===== config.mk =====
export PLATFORM = sky130hd
export DESIGN_NAME = bresenham_line_pixel_writer_top
export DESIGN_NICKNAME = d
export VERILOG_FILES = /design/src/hw/rtl/blpw_pkg.sv /design/src/hw/rtl/blpw_ctrl.sv /design/src/hw/rtl/blpw_datapath.sv /design/src/hw/rtl/bresenham_line_pixel_writer_top.sv
export SDC_FILE = /design/constraint.sdc
export NUM_CORES = 1
export LEC_CHECK = 0
export BUFFER_PORTS_ARGS = -buffer_cell sky130_fd_sc_hd__buf_2
export CAP_MARGIN = 40
export CORE_MARGIN = 2
export CORE_UTILIZATION = 52
export DETAILED_ROUTE_END_ITERATION = 7
export GPL_ROUTABILITY_DRIVEN = 0
export GPL_TIMING_DRIVEN = 0
export PLACE_DENSITY = 0.78
export SLEW_MARGIN = 10
export SYNTH_ARGS = -nofsm -noshare
export SYNTH_HDL_FRONTEND = slang
export SYNTH_SLANG_ARGS = --single-unit
export TNS_END_PERCENT = 20

===== constraint.sdc =====
create_clock -name clk -period 15.25 [get_ports clk]
set_input_delay 3.05 -clock clk [delete_from_list [all_inputs] [get_ports clk]]
set_output_delay 3.05 -clock clk [all_outputs]
set_load 0.02 [all_outputs]

===== src/hw/rtl/blpw_pkg.sv =====
// Shared types, constants and helpers for the line pixel writer.
package blpw_pkg;

  // Frame and stride limits
  localparam int MAX_DIM    = 64;
  localparam int MAX_STRIDE = 4;

  // Field widths
  localparam int COORD_W  = 6;   // input coordinate
  localparam int PIXY_W   = 7;   // flipped row, signed
  localparam int DIM_W    = 7;   // frame width / height register
  localparam int STRIDE_W = 3;   // bytes per pixel register
  localparam int ADDR_W   = 14;  // byte address
  localparam int BYTE_W   = 8;
  localparam int POS_W    = 8;   // signed working coordinate
  localparam int ERR_W    = 10;  // signed Bresenham error
  localparam int PITCH_W  = 9;   // frame width times stride
  localparam int SUM_W    = 10;  // r + g + b

  // Configuration port
  localparam int CFG_IDX_W  = 2;
  localparam int CFG_DATA_W = 7;
  localparam logic [CFG_IDX_W-1:0] CFG_FRAME_WIDTH     = 2'd0;
  localparam logic [CFG_IDX_W-1:0] CFG_FRAME_HEIGHT    = 2'd1;
  localparam logic [CFG_IDX_W-1:0] CFG_BYTES_PER_PIXEL = 2'd2;

  localparam logic [DIM_W-1:0]    FRAME_WIDTH_RST  = 7'd64;
  localparam logic [DIM_W-1:0]    FRAME_HEIGHT_RST = 7'd64;
  localparam logic [STRIDE_W-1:0] BPP_RST          = 3'd4;

  // Pixel layouts
  localparam logic [STRIDE_W-1:0] STRIDE_RGB  = 3'd3;
  localparam logic [STRIDE_W-1:0] STRIDE_RGBA = 3'd4;
  localparam logic [BYTE_W-1:0]   ALPHA_OPAQUE = 8'd255;

  // Divide by three: (sum * 683) >> 11 is exact for sums below 2048
  localparam int GRAY_RECIP_W = 11;
  localparam logic [GRAY_RECIP_W-1:0] GRAY_RECIP = 11'd683;
  localparam int GRAY_SHIFT = 11;

  // Controller to datapath commands
  typedef struct packed {
    logic load;   // capture item and clamped frame settings
    logic flip;   // flip rows, form pitch and gray
    logic swap;   // pick major axis
    logic order;  // order endpoints, set up error terms
    logic step;   // emit one pixel and advance
  } cmd_t;

  // Datapath to controller status
  typedef struct packed {
    logic last;   // current pixel is the final one of the line
  } sts_t;

  // Force a frame size into 1..MAX_DIM
  function automatic logic [DIM_W-1:0] clamp_dim(input logic [DIM_W-1:0] v);
    logic [DIM_W-1:0] res;
    res = v;
    if (v == '0) res = DIM_W'(1);
    else if (int'(v) > MAX_DIM) res = DIM_W'(MAX_DIM);
    return res;
  endfunction

  // Force a stride into 1..MAX_STRIDE
  function automatic logic [STRIDE_W-1:0] clamp_stride(input logic [STRIDE_W-1:0] v);
    logic [STRIDE_W-1:0] res;
    res = v;
    if (v == '0) res = STRIDE_W'(1);
    else if (int'(v) > MAX_STRIDE) res = STRIDE_W'(MAX_STRIDE);
    return res;
  endfunction

endpackage


===== src/hw/rtl/blpw_ctrl.sv =====
// Sequencer for setup and pixel stepping, owns the output valid flag.
module blpw_ctrl (
  input  logic           clk,
  input  logic           rst_n,
  input  logic           in_valid,
  output logic           in_ready,
  output logic           out_valid,
  input  logic           out_ready,
  output blpw_pkg::cmd_t cmd,
  input  blpw_pkg::sts_t sts
);

  typedef enum logic [2:0] {
    ST_IDLE,
    ST_FLIP,
    ST_SWAP,
    ST_ORDER,
    ST_RUN
  } state_t;

  state_t state_r, state_nxt;
  logic   out_valid_r, out_valid_nxt;
  logic   can_step;

  // Step only when the output register is free or being drained
  assign can_step = (state_r == ST_RUN) && (!out_valid_r || out_ready);

  always_comb begin
    cmd       = '0;
    cmd.load  = (state_r == ST_IDLE) && in_valid;
    cmd.flip  = (state_r == ST_FLIP);
    cmd.swap  = (state_r == ST_SWAP);
    cmd.order = (state_r == ST_ORDER);
    cmd.step  = can_step;
  end

  // Next state and output valid
  always_comb begin
    state_nxt     = state_r;
    out_valid_nxt = out_valid_r;
    if (out_ready) out_valid_nxt = 1'b0;
    if (can_step) out_valid_nxt = 1'b1;
    case (state_r)
      ST_IDLE:  if (in_valid) state_nxt = ST_FLIP;
      ST_FLIP:  state_nxt = ST_SWAP;
      ST_SWAP:  state_nxt = ST_ORDER;
      ST_ORDER: state_nxt = ST_RUN;
      ST_RUN:   if (can_step && sts.last) state_nxt = ST_IDLE;
      default:  state_nxt = ST_IDLE;
    endcase
  end

  always_ff @(posedge clk) begin
    if (!rst_n) begin
      state_r     <= ST_IDLE;
      out_valid_r <= 1'b0;
    end else begin
      state_r     <= state_nxt;
      out_valid_r <= out_valid_nxt;
    end
  end

  assign in_ready  = (state_r == ST_IDLE);
  assign out_valid = out_valid_r;

endmodule


===== src/hw/rtl/blpw_datapath.sv =====
// Configuration registers, line setup arithmetic, error stepper and output register.
module blpw_datapath (
  input  logic                                    clk,
  input  logic                                    rst_n,
  input  logic                                    cfg_wr_en,
  input  logic [blpw_pkg::CFG_IDX_W-1:0]          cfg_index,
  input  logic [blpw_pkg::CFG_DATA_W-1:0]         cfg_wdata,
  input  logic [blpw_pkg::COORD_W-1:0]            in_x_start,
  input  logic [blpw_pkg::COORD_W-1:0]            in_y_start,
  input  logic [blpw_pkg::COORD_W-1:0]            in_x_end,
  input  logic [blpw_pkg::COORD_W-1:0]            in_y_end,
  input  logic [blpw_pkg::BYTE_W-1:0]             in_red,
  input  logic [blpw_pkg::BYTE_W-1:0]             in_green,
  input  logic [blpw_pkg::BYTE_W-1:0]             in_blue,
  input  blpw_pkg::cmd_t                          cmd,
  output blpw_pkg::sts_t                          sts,
  output logic [blpw_pkg::COORD_W-1:0]            out_pixel_x,
  output logic signed [blpw_pkg::PIXY_W-1:0]      out_pixel_y,
  output logic [blpw_pkg::ADDR_W-1:0]             out_byte_address,
  output logic [blpw_pkg::BYTE_W-1:0]             out_byte_zero,
  output logic [blpw_pkg::BYTE_W-1:0]             out_byte_one,
  output logic [blpw_pkg::BYTE_W-1:0]             out_byte_two,
  output logic [blpw_pkg::BYTE_W-1:0]             out_byte_three,
  output logic [blpw_pkg::STRIDE_W-1:0]           out_byte_count,
  output logic                                    out_in_bounds,
  output logic                                    out_last
);

  localparam int PW = blpw_pkg::POS_W;
  localparam int EW = blpw_pkg::ERR_W;
  localparam int BW = blpw_pkg::BYTE_W;

  // Configuration registers
  logic [blpw_pkg::DIM_W-1:0]    frame_width_r, frame_height_r;
  logic [blpw_pkg::STRIDE_W-1:0] bpp_r;

  always_ff @(posedge clk) begin
    if (!rst_n) begin
      frame_width_r  <= blpw_pkg::FRAME_WIDTH_RST;
      frame_height_r <= blpw_pkg::FRAME_HEIGHT_RST;
      bpp_r          <= blpw_pkg::BPP_RST;
    end else if (cfg_wr_en) begin
      case (cfg_index)
        blpw_pkg::CFG_FRAME_WIDTH:     frame_width_r  <= cfg_wdata;
        blpw_pkg::CFG_FRAME_HEIGHT:    frame_height_r <= cfg_wdata;
        blpw_pkg::CFG_BYTES_PER_PIXEL: bpp_r <= cfg_wdata[blpw_pkg::STRIDE_W-1:0];
        default: ;
      endcase
    end
  end

  // Captured item and frame settings
  logic [blpw_pkg::COORD_W-1:0]  xs_r, ys_r, xe_r, ye_r;
  logic [BW-1:0]                 red_r, green_r, blue_r;
  logic [blpw_pkg::DIM_W-1:0]    w_r, h_r;
  logic [blpw_pkg::STRIDE_W-1:0] stride_r;
  logic [blpw_pkg::SUM_W-1:0]    sum_r;

  always_ff @(posedge clk) begin
    if (cmd.load) begin
      xs_r     <= in_x_start;
      ys_r     <= in_y_start;
      xe_r     <= in_x_end;
      ye_r     <= in_y_end;
      red_r    <= in_red;
      green_r  <= in_green;
      blue_r   <= in_blue;
      w_r      <= blpw_pkg::clamp_dim(frame_width_r);
      h_r      <= blpw_pkg::clamp_dim(frame_height_r);
      stride_r <= blpw_pkg::clamp_stride(bpp_r);
      sum_r    <= blpw_pkg::SUM_W'(in_red) + blpw_pkg::SUM_W'(in_green)
                + blpw_pkg::SUM_W'(in_blue);
    end
  end

  // Flip rows, form pitch and gray
  localparam int GP_W = blpw_pkg::SUM_W + blpw_pkg::GRAY_RECIP_W;
  logic signed [PW-1:0]          y0f_r, y1f_r;
  logic [blpw_pkg::PITCH_W-1:0]  pitch_r;
  logic [BW-1:0]                 gray_r;
  logic [GP_W-1:0]               gray_prod;
  logic [PW-1:0]                 h_top;

  assign h_top     = PW'(h_r) - PW'(1);
  assign gray_prod = GP_W'(sum_r) * GP_W'(blpw_pkg::GRAY_RECIP);

  always_ff @(posedge clk) begin
    if (cmd.flip) begin
      y0f_r   <= $signed(h_top - PW'(ys_r));
      y1f_r   <= $signed(h_top - PW'(ye_r));
      pitch_r <= blpw_pkg::PITCH_W'(w_r) * blpw_pkg::PITCH_W'(stride_r);
      gray_r  <= gray_prod[blpw_pkg::GRAY_SHIFT +: BW];
    end
  end

  // Pick the major axis
  logic signed [PW-1:0] x0s, x1s, ddx, ddy;
  logic [PW-1:0]        adx, ady;
  logic                 steep_r;
  logic signed [PW-1:0] maj0_r, maj1_r, min0_r, min1_r;

  assign x0s = $signed(PW'(xs_r));
  assign x1s = $signed(PW'(xe_r));
  assign ddx = x0s - x1s;
  assign ddy = y0f_r - y1f_r;
  assign adx = ddx[PW-1] ? PW'(-ddx) : PW'(ddx);
  assign ady = ddy[PW-1] ? PW'(-ddy) : PW'(ddy);

  always_ff @(posedge clk) begin
    if (cmd.swap) begin
      steep_r <= (adx < ady);
      if (adx < ady) begin
        maj0_r <= y0f_r;
        maj1_r <= y1f_r;
        min0_r <= x0s;
        min1_r <= x1s;
      end else begin
        maj0_r <= x0s;
        maj1_r <= x1s;
        min0_r <= y0f_r;
        min1_r <= y1f_r;
      end
    end
  end

  // Order endpoints and set up the error walk
  logic                 swap_ends;
  logic signed [PW-1:0] lo_maj, hi_maj, lo_min, hi_min, dmin;
  logic [PW-1:0]        admin;

  assign swap_ends = (maj0_r > maj1_r);
  assign lo_maj    = swap_ends ? maj1_r : maj0_r;
  assign hi_maj    = swap_ends ? maj0_r : maj1_r;
  assign lo_min    = swap_ends ? min1_r : min0_r;
  assign hi_min    = swap_ends ? min0_r : min1_r;
  assign dmin      = hi_min - lo_min;
  assign admin     = dmin[PW-1] ? PW'(-dmin) : PW'(dmin);

  logic signed [PW-1:0] cur_maj_r, end_maj_r, cur_min_r;
  logic [PW-1:0]        dx_r, derr_r;
  logic                 down_r;
  logic signed [EW-1:0] err_r;

  // Error update for one step
  logic signed [EW-1:0] err_sum;
  logic                 minor_move;

  assign err_sum    = err_r + $signed(EW'(derr_r));
  assign minor_move = (err_sum > $signed(EW'(dx_r)));

  always_ff @(posedge clk) begin
    if (cmd.order) begin
      cur_maj_r <= lo_maj;
      end_maj_r <= hi_maj;
      cur_min_r <= lo_min;
      dx_r      <= PW'(hi_maj - lo_maj);
      derr_r    <= PW'({admin, 1'b0});
      down_r    <= !(hi_min > lo_min);
      err_r     <= '0;
    end else if (cmd.step) begin
      cur_maj_r <= cur_maj_r + PW'(1);
      if (minor_move) begin
        cur_min_r <= down_r ? cur_min_r - PW'(1) : cur_min_r + PW'(1);
        err_r     <= err_sum - $signed(EW'({dx_r, 1'b0}));
      end else begin
        err_r     <= err_sum;
      end
    end
  end

  assign sts.last = (cur_maj_r == end_maj_r);

  // Pixel position, clipping and address
  localparam int AP_W = blpw_pkg::ADDR_W + 1;
  logic signed [PW-1:0] px, py;
  logic                 inb;
  logic [AP_W-1:0]      addr_full;

  assign px  = steep_r ? cur_min_r : cur_maj_r;
  assign py  = steep_r ? cur_maj_r : cur_min_r;
  assign inb = !px[PW-1] && (px[blpw_pkg::DIM_W-1:0] < w_r)
            && !py[PW-1] && (py[blpw_pkg::DIM_W-1:0] < h_r);
  assign addr_full = AP_W'(px[blpw_pkg::COORD_W-1:0]) * AP_W'(stride_r)
                   + AP_W'(py[blpw_pkg::COORD_W-1:0]) * AP_W'(pitch_r);

  // Byte layout by stride
  logic [BW-1:0] b0, b1, b2, b3;

  always_comb begin
    if (stride_r == blpw_pkg::STRIDE_RGB) begin
      b0 = red_r;  b1 = green_r;  b2 = blue_r;  b3 = gray_r;
    end else if (stride_r == blpw_pkg::STRIDE_RGBA) begin
      b0 = red_r;  b1 = green_r;  b2 = blue_r;  b3 = blpw_pkg::ALPHA_OPAQUE;
    end else begin
      b0 = gray_r; b1 = gray_r;   b2 = gray_r;  b3 = gray_r;
    end
  end

  // Output register, loaded on each step
  always_ff @(posedge clk) begin
    if (cmd.step) begin
      out_pixel_x      <= px[blpw_pkg::COORD_W-1:0];
      out_pixel_y      <= py[blpw_pkg::PIXY_W-1:0];
      out_byte_address <= inb ? addr_full[blpw_pkg::ADDR_W-1:0] : '0;
      out_byte_zero    <= b0;
      out_byte_one     <= b1;
      out_byte_two     <= b2;
      out_byte_three   <= b3;
      out_byte_count   <= stride_r;
      out_in_bounds    <= inb;
      out_last         <= sts.last;
    end
  end

endmodule


===== src/hw/rtl/bresenham_line_pixel_writer_top.sv =====
// Top level of the Bresenham line pixel writer: controller plus datapath.
//
//  channel | direction | handshake          | contents
//  in_     | input     | in_valid/in_ready  | endpoints x/y start and end, red, green, blue
//  out_    | output    | out_valid/out_ready| pixel x/y, byte address, four bytes, count,
//          |           |                    | in-bounds flag, last marker
//  cfg_    | input     | cfg_wr_en          | frame width, frame height, bytes per pixel
//
// Setup runs capture, row flip, axis pick and endpoint order in that order,
// and then the stepper walks the line pixel by pixel.
// The pixel stepper produces one pixel per cycle; a stalled out_ready holds it.
// in_ready is high while no line is being walked; the last pixel may still
// wait in the output register when the next item is taken.
// Reset is synchronous, active low, and restores 64 x 64 frame, 4 bytes/pixel.
module bresenham_line_pixel_writer_top (
  input  logic                                clk,
  input  logic                                rst_n,
  input  logic                                cfg_wr_en,
  input  logic [blpw_pkg::CFG_IDX_W-1:0]      cfg_index,
  input  logic [blpw_pkg::CFG_DATA_W-1:0]     cfg_wdata,
  input  logic                                in_valid,
  output logic                                in_ready,
  input  logic [blpw_pkg::COORD_W-1:0]        in_x_start,
  input  logic [blpw_pkg::COORD_W-1:0]        in_y_start,
  input  logic [blpw_pkg::COORD_W-1:0]        in_x_end,
  input  logic [blpw_pkg::COORD_W-1:0]        in_y_end,
  input  logic [blpw_pkg::BYTE_W-1:0]         in_red,
  input  logic [blpw_pkg::BYTE_W-1:0]         in_green,
  input  logic [blpw_pkg::BYTE_W-1:0]         in_blue,
  output logic                                out_valid,
  input  logic                                out_ready,
  output logic [blpw_pkg::COORD_W-1:0]        out_pixel_x,
  output logic signed [blpw_pkg::PIXY_W-1:0]  out_pixel_y,
  output logic [blpw_pkg::ADDR_W-1:0]         out_byte_address,
  output logic [blpw_pkg::BYTE_W-1:0]         out_byte_zero,
  output logic [blpw_pkg::BYTE_W-1:0]         out_byte_one,
  output logic [blpw_pkg::BYTE_W-1:0]         out_byte_two,
  output logic [blpw_pkg::BYTE_W-1:0]         out_byte_three,
  output logic [blpw_pkg::STRIDE_W-1:0]       out_byte_count,
  output logic                                out_in_bounds,
  output logic                                out_last
);

  blpw_pkg::cmd_t cmd;
  blpw_pkg::sts_t sts;

  blpw_ctrl u_ctrl (
    .clk       (clk),
    .rst_n     (rst_n),
    .in_valid  (in_valid),
    .in_ready  (in_ready),
    .out_valid (out_valid),
    .out_ready (out_ready),
    .cmd       (cmd),
    .sts       (sts)
  );

  blpw_datapath u_dp (
    .clk              (clk),
    .rst_n            (rst_n),
    .cfg_wr_en        (cfg_wr_en),
    .cfg_index        (cfg_index),
    .cfg_wdata        (cfg_wdata),
    .in_x_start       (in_x_start),
    .in_y_start       (in_y_start),
    .in_x_end         (in_x_end),
    .in_y_end         (in_y_end),
    .in_red           (in_red),
    .in_green         (in_green),
    .in_blue          (in_blue),
    .cmd              (cmd),
    .sts              (sts),
    .out_pixel_x      (out_pixel_x),
    .out_pixel_y      (out_pixel_y),
    .out_byte_address (out_byte_address),
    .out_byte_zero    (out_byte_zero),
    .out_byte_one     (out_byte_one),
    .out_byte_two     (out_byte_two),
    .out_byte_three   (out_byte_three),
    .out_byte_count   (out_byte_count),
    .out_in_bounds    (out_in_bounds),
    .out_last         (out_last)
  );

endmodule


# Yosys cells after proc, flatten, opt, wreduce, memory -nomap -nowiden
# Index checks and enable logic that the tools add are counted.
# W data, S select, Z words.
# word_totals
word_cells	154
inputBits	62
output_inout_bits	66
regBits	276
# classes
add_sub_neg	18
eq_ne	11
n_mux	36
order_cmp	9
multipliers	4
reduce_logical	27
# op_table
operator	n
$mux W8	22
$mux W6	4
$sub A8 B8 Y8	3
$mux W7	3
$mul A10 B10 Y19 const B	1
$add A8 B2 Y8 const B	2
$gt A8 B8 Y1	2
$neg A8 Y8	2
$sub A8 B6 Y8	2
$pmux W3 S5	1
$add A9 B14 Y14	1
$gt A7 B7 Y1 const B	2
$logic_not A7 Y1	2
$lt A7 B7 Y1	2
$mul A6 B9 Y14	1
$add A10 B8 Y10	1
$add A10 B9 Y10	1
$gt A10 B9 Y1	1
$mux W10	1
$reduce_and A2 Y1	5
$sub A10 B10 Y10	1
$add A8 B8 Y9	1
$eq A3 B2 Y1 const B	3
$mul A6 B3 Y9	1
22 further kinds	40

# Depth between registers and ports, before layout
# logic_depth
ltp_word	6
mapped_depth	22

# By module
# Synthesis repeated with hierarchy kept, for this count alone.
# hier_totals
cells_unflattened	1757
hier_area_um2	19053.3
# by_module_without_submodules
mod	area_each_um2	cells_per_inst	instances	seq_area_each_um2
blpw_datapath	18854.3	1737	1	7877.6
blpw_ctrl	198.9	20	1	80.1

# Least setup slack after synthesis
# OpenSTA, ideal clock, no wires.
# synth_timing
path_type	input -> register
from	input port out_ready
to	register u_dp.cur_maj_r[0], enable pin
n_path_buf	0
setup_time_ps	300
path_stages	5
arrival_time_ps	5743
slack_ps	9207
cell_sequence	nand2b_1 nand3_1 clkinv_1 nor2_1 inv_1
# synth_lines
item	line_no	rtl
start, declared	bresenham_line_pixel_writer_top.sv:31	input logic out_ready,
end signal, assigned	blpw_datapath.sv:153	cur_maj_r <= lo_maj;
end signal, assigned	blpw_datapath.sv:161	cur_maj_r <= cur_maj_r + PW'(1);
end, declared	blpw_datapath.sv:139	logic signed [PW-1:0] cur_maj_r, end_maj_r, cur_min_r;

# Worst setup path in the final report
# layout_timing
from	register u_dp.steep_r
to	register u_dp.out_byte_address[12] in the netlist's numbering (data pin)
# layout_lines
item	line_no	rtl
start, declared	blpw_datapath.sv:99	logic steep_r;
start signal, assigned	blpw_datapath.sv:111	steep_r <= (adx < ady);
$mux W8 (*)	blpw_datapath.sv:180	assign py = steep_r ? cur_maj_r : cur_min_r;
named net u_dp.py[1]	blpw_datapath.sv:175	logic signed [PW-1:0] px, py;
$mul A6 B9 Y14 or $lt A7 B7 Y1 (tied branches)	blpw_datapath.sv:184, blpw_datapath.sv:182	
$add A9 B14 Y14 or $logic_and A1 B1 Y1 (tied branches)	blpw_datapath.sv:184, blpw_datapath.sv:182	
end signal, assigned	blpw_datapath.sv:204	out_byte_address <= inb ? addr_full[blpw_pkg::ADDR_W-1:0] : '0;
end, declared	blpw_datapath.sv:19	output logic [blpw_pkg::ADDR_W-1:0] out_byte_address,
# Mark *: on every way through the listed nets, which the timed path passes. The rest lies on a longest branch.
# A chain may end at the register's enable or synchronous reset.

==> flow_metrics.tcl <==
set metrics [dict create \
    outcome "complete, no violations" \
    yosysMostFrequentCell "inv_1" \
    synth_top_cell_area_share_pct 38.4 \
    finalMaxSlewViolations 0 \
    finalSetupViolCount 0 \
    top_usage_layer "met2" \
    multi_input_area_um2 10100 \
    timing.fmax_ghz 0.154 \
    start_kind "flop" \
    io_pins 128 \
    clk_path_buf_depth 3 \
    use_met3_pct 3.47 \
    numCtsBuffers 30 \
    dp_cells 2397 \
    period_share_pct 42.5 \
    fin_cells 2452 \
    cts_max_level 1 \
    yosysTopAreaCell "edfxtp_1" \
    core-area_um2 36400 \
    fin_crit_ns 6.48 \
    critPathLaunch "u_dp.steep_r$_DFFE_PN_" \
    post-cts-setup-buffer-count 0 \
    io_buffers 127 \
    track_usage_pct 22.1 \
    synth.ff_latch_count 275 \
    viasPerCell 5.47 \
    die_x_um 196 \
    ctsHoldBuffers 0 \
    wire_per_inst_um 17.0 \
    syn_to_final_growth_pct 12.4 \
    cts_num_sinks 275 \
    route.detailed.drc 0 \
    holdCritStartpoint "u_dp.err_r[1]$_SDFFE_PP0P_" \
    grt_pass1_vias 13700 \
    fp.dieH_um 196 \
    synth_fp_nets 2139 \
    synth_area_leaders "edfxtp_1 (38%), ha_1 (13%), fa_1 (8.4%)" \
    antenna_found_initial 0 \
    whs_ns 0.467 \
    p_leak_nw 9.55 \
    synth_edf_count 245 \
    use_met1_pct 28.3 \
    start_util_pct 52.6 \
    seq_area_frac_synth_pct 41.5 \
    num-nets-final 2307 \
    grt.met2_usage_pct 38.6 \
    dieArea_um2 38400 \
    ys_warn_count 0 \
    yosysUniqueCellTypes 75 \
    ys_top_cells_by_count "inv_1 (258), edfxtp_1 (245), ha_1 (204)" \
    dp_hpwl_um 32700 \
    grt_start_max_net_pins 47 \
    worst_ep_arrival_time_ns 6.82 \
    fin_skew_ns 0.0274 \
    drt_iter0_markers 909 \
    hold_class "reg2reg" \
    clk_pin_slew_ns 0.07 \
    routed_wl_um 41700 \
    cp_max_fo 10 \
    clockRootBuffer "clkbuf_16" \
    syn-cell-area_um2 19200 \
    netlist_instances 1793 \
    postCtsResizedCells 0 \
    worstMarginPinSlew_ns 0.937 \
    vias 13400 \
    cts_tree "built" \
    grt_first_pass_wirelength_um 67900 \
    worstSkewPairLatency_ns 0.60 \
    ir_drop_mv 0.212 \
    max_slew_margin_pct 37.2 \
    row_count 70 \
    seqCellArea_um2 7960 \
    rsz0062_at_grt "no" \
    setup_tns_ns 0 \
    r2r-start "u_dp.steep_r$_DFFE_PN_" \
    async_reset_ff_share_pct 0 \
    synthFlopType "edfxtp_1" \
    critPathKind "reg2reg" \
    end_kind "flop" \
    synth.avg_cell_area_um2 10.7 \
    ant_nets 0 \
    drv_cap 0 \
    overflow 0 \
    required_ns 15.59 \
    hold_viol 0 \
    power_density_nw_per_um2 163 \
    antennaDiodeCount 0 \
    drive_gt1_share_pct 12.6 \
    fillerInstances 3009 \
    drt_pass1_iterations 5 \
]
==> sequential cells by signal, indices dropped and copies added (netlist names), 9 cells and up <==
signal	cells
u_dp.err_r	9
u_dp.out_byte_address	14
u_dp.pitch_r	9
u_dp.sum_r	10
==> per-stage QoR <==
step           utilization [%]  area (um^2)  setup WS, ns  power [W]
2_1_floorplan                -        19200          9.21    0.00236
3_3_place_gp              56.0        20400          7.55    0.00267
3_5_place_dp              56.3        20500          8.82    0.00275
4_1_cts                   59.1        21500          8.80    0.00352
5_1_grt                   59.1        21500          8.29    0.00382
6_report                  59.1        21500          8.77    0.00350
==> cell usage in the layout, fill, tap and decap left out, drive strengths merged, types with 11 or more instances in the layout <==
master,count
or2,11
dfxtp,30
nand3,20
edfxtp,245
mux2,25
nor2,89
o21bai,20
xnor2,87
clkbuf,61
nor3,23
ha,204
nor3b,11
o21a,22
clkinv,14
fa,80
nand2,158
o21ai,64
and3,13
inv,259
a21o,25
xor2,29
and2,40
a21oi,78
nor2b,71
mux2i,39
buf,144
nand2b,11
a21boi,11
==> report_power, final <==
group	total (W)	leakage, nW	switching [W]	internal [W]
clock	0.000742	0.499	0.000313	0.000429
combinational	0.00175	6.55	0.000979	0.000769
sequential	0.00101	2.50	0.0000529	0.000961
total	0.00350	9.55	0.00134	0.00216
==> path summary, 6_finish.rpt <==
check	end	slack, ns	cells after the start
min	u_dp.err_r[1]$_SDFFE_PP0P_	0.47	2
max reg2reg	u_dp.out_byte_address[12]$_SDFFCE_PN0P_	8.77	21
min reg2reg	u_dp.err_r[1]$_SDFFE_PP0P_	0.47	2
max	u_dp.out_byte_address[12]$_SDFFCE_PN0P_	8.77	21
==> metal layers <==
layer | up-vias | wire length (um)
met2 | 354 | 20400
met4 | 0 | 1080
li1 | 6492 | -
met1 | 6491 | 17700
met5 | - | 0
met3 | 82 | 2560
==> final cells by class <==
cell class / count / share of cell area, %
Multi-Input combinational cell: 1226 / 47.0
Clock inverter: 19 / 0.993
Buffer: 33 / 0.645
Clock buffer: 36 / 3.73
Tap cell: 468 / 2.72
Sequential cell: 275 / 36.9
Inverter: 259 / 4.52
Timing Repair Buffer: 136 / 3.49
==> critical path, stage by stage (launching register included) <==
cell and delay, ns:
edfxtp_1 0.32, clkbuf_1 0.32, buf_1 0.46, mux2i_1 0.75, inv_1 0.35, nand2_1 0.19, fa_1 0.47, fa_1 0.50
inv_1 0.05, fa_1 0.52, inv_1 0.05, fa_1 0.54, inv_1 0.04, ha_1 0.31, o21ai_0 0.12, a21boi_0 0.24
o21ai_0 0.14, a21oi_1 0.18, o21ai_0 0.12, a21oi_1 0.24, mux2i_1 0.21, a21oi_1 0.08
==> cells by family after synthesis <==
group	count (synthesis)	share of synthesized area [%]
flip-flops	275	41.5
adder cells (fa/ha/maj)	290	22.0
XOR/XNOR	116	5.30
AO/OA/AOI/OAI	277	9.48
buffers and inverters	292	5.79
AND/OR/NAND/NOR	478	12.4
other	1	0.0196
multiplexers	64	3.52
(Power assumes the default switching activity.)
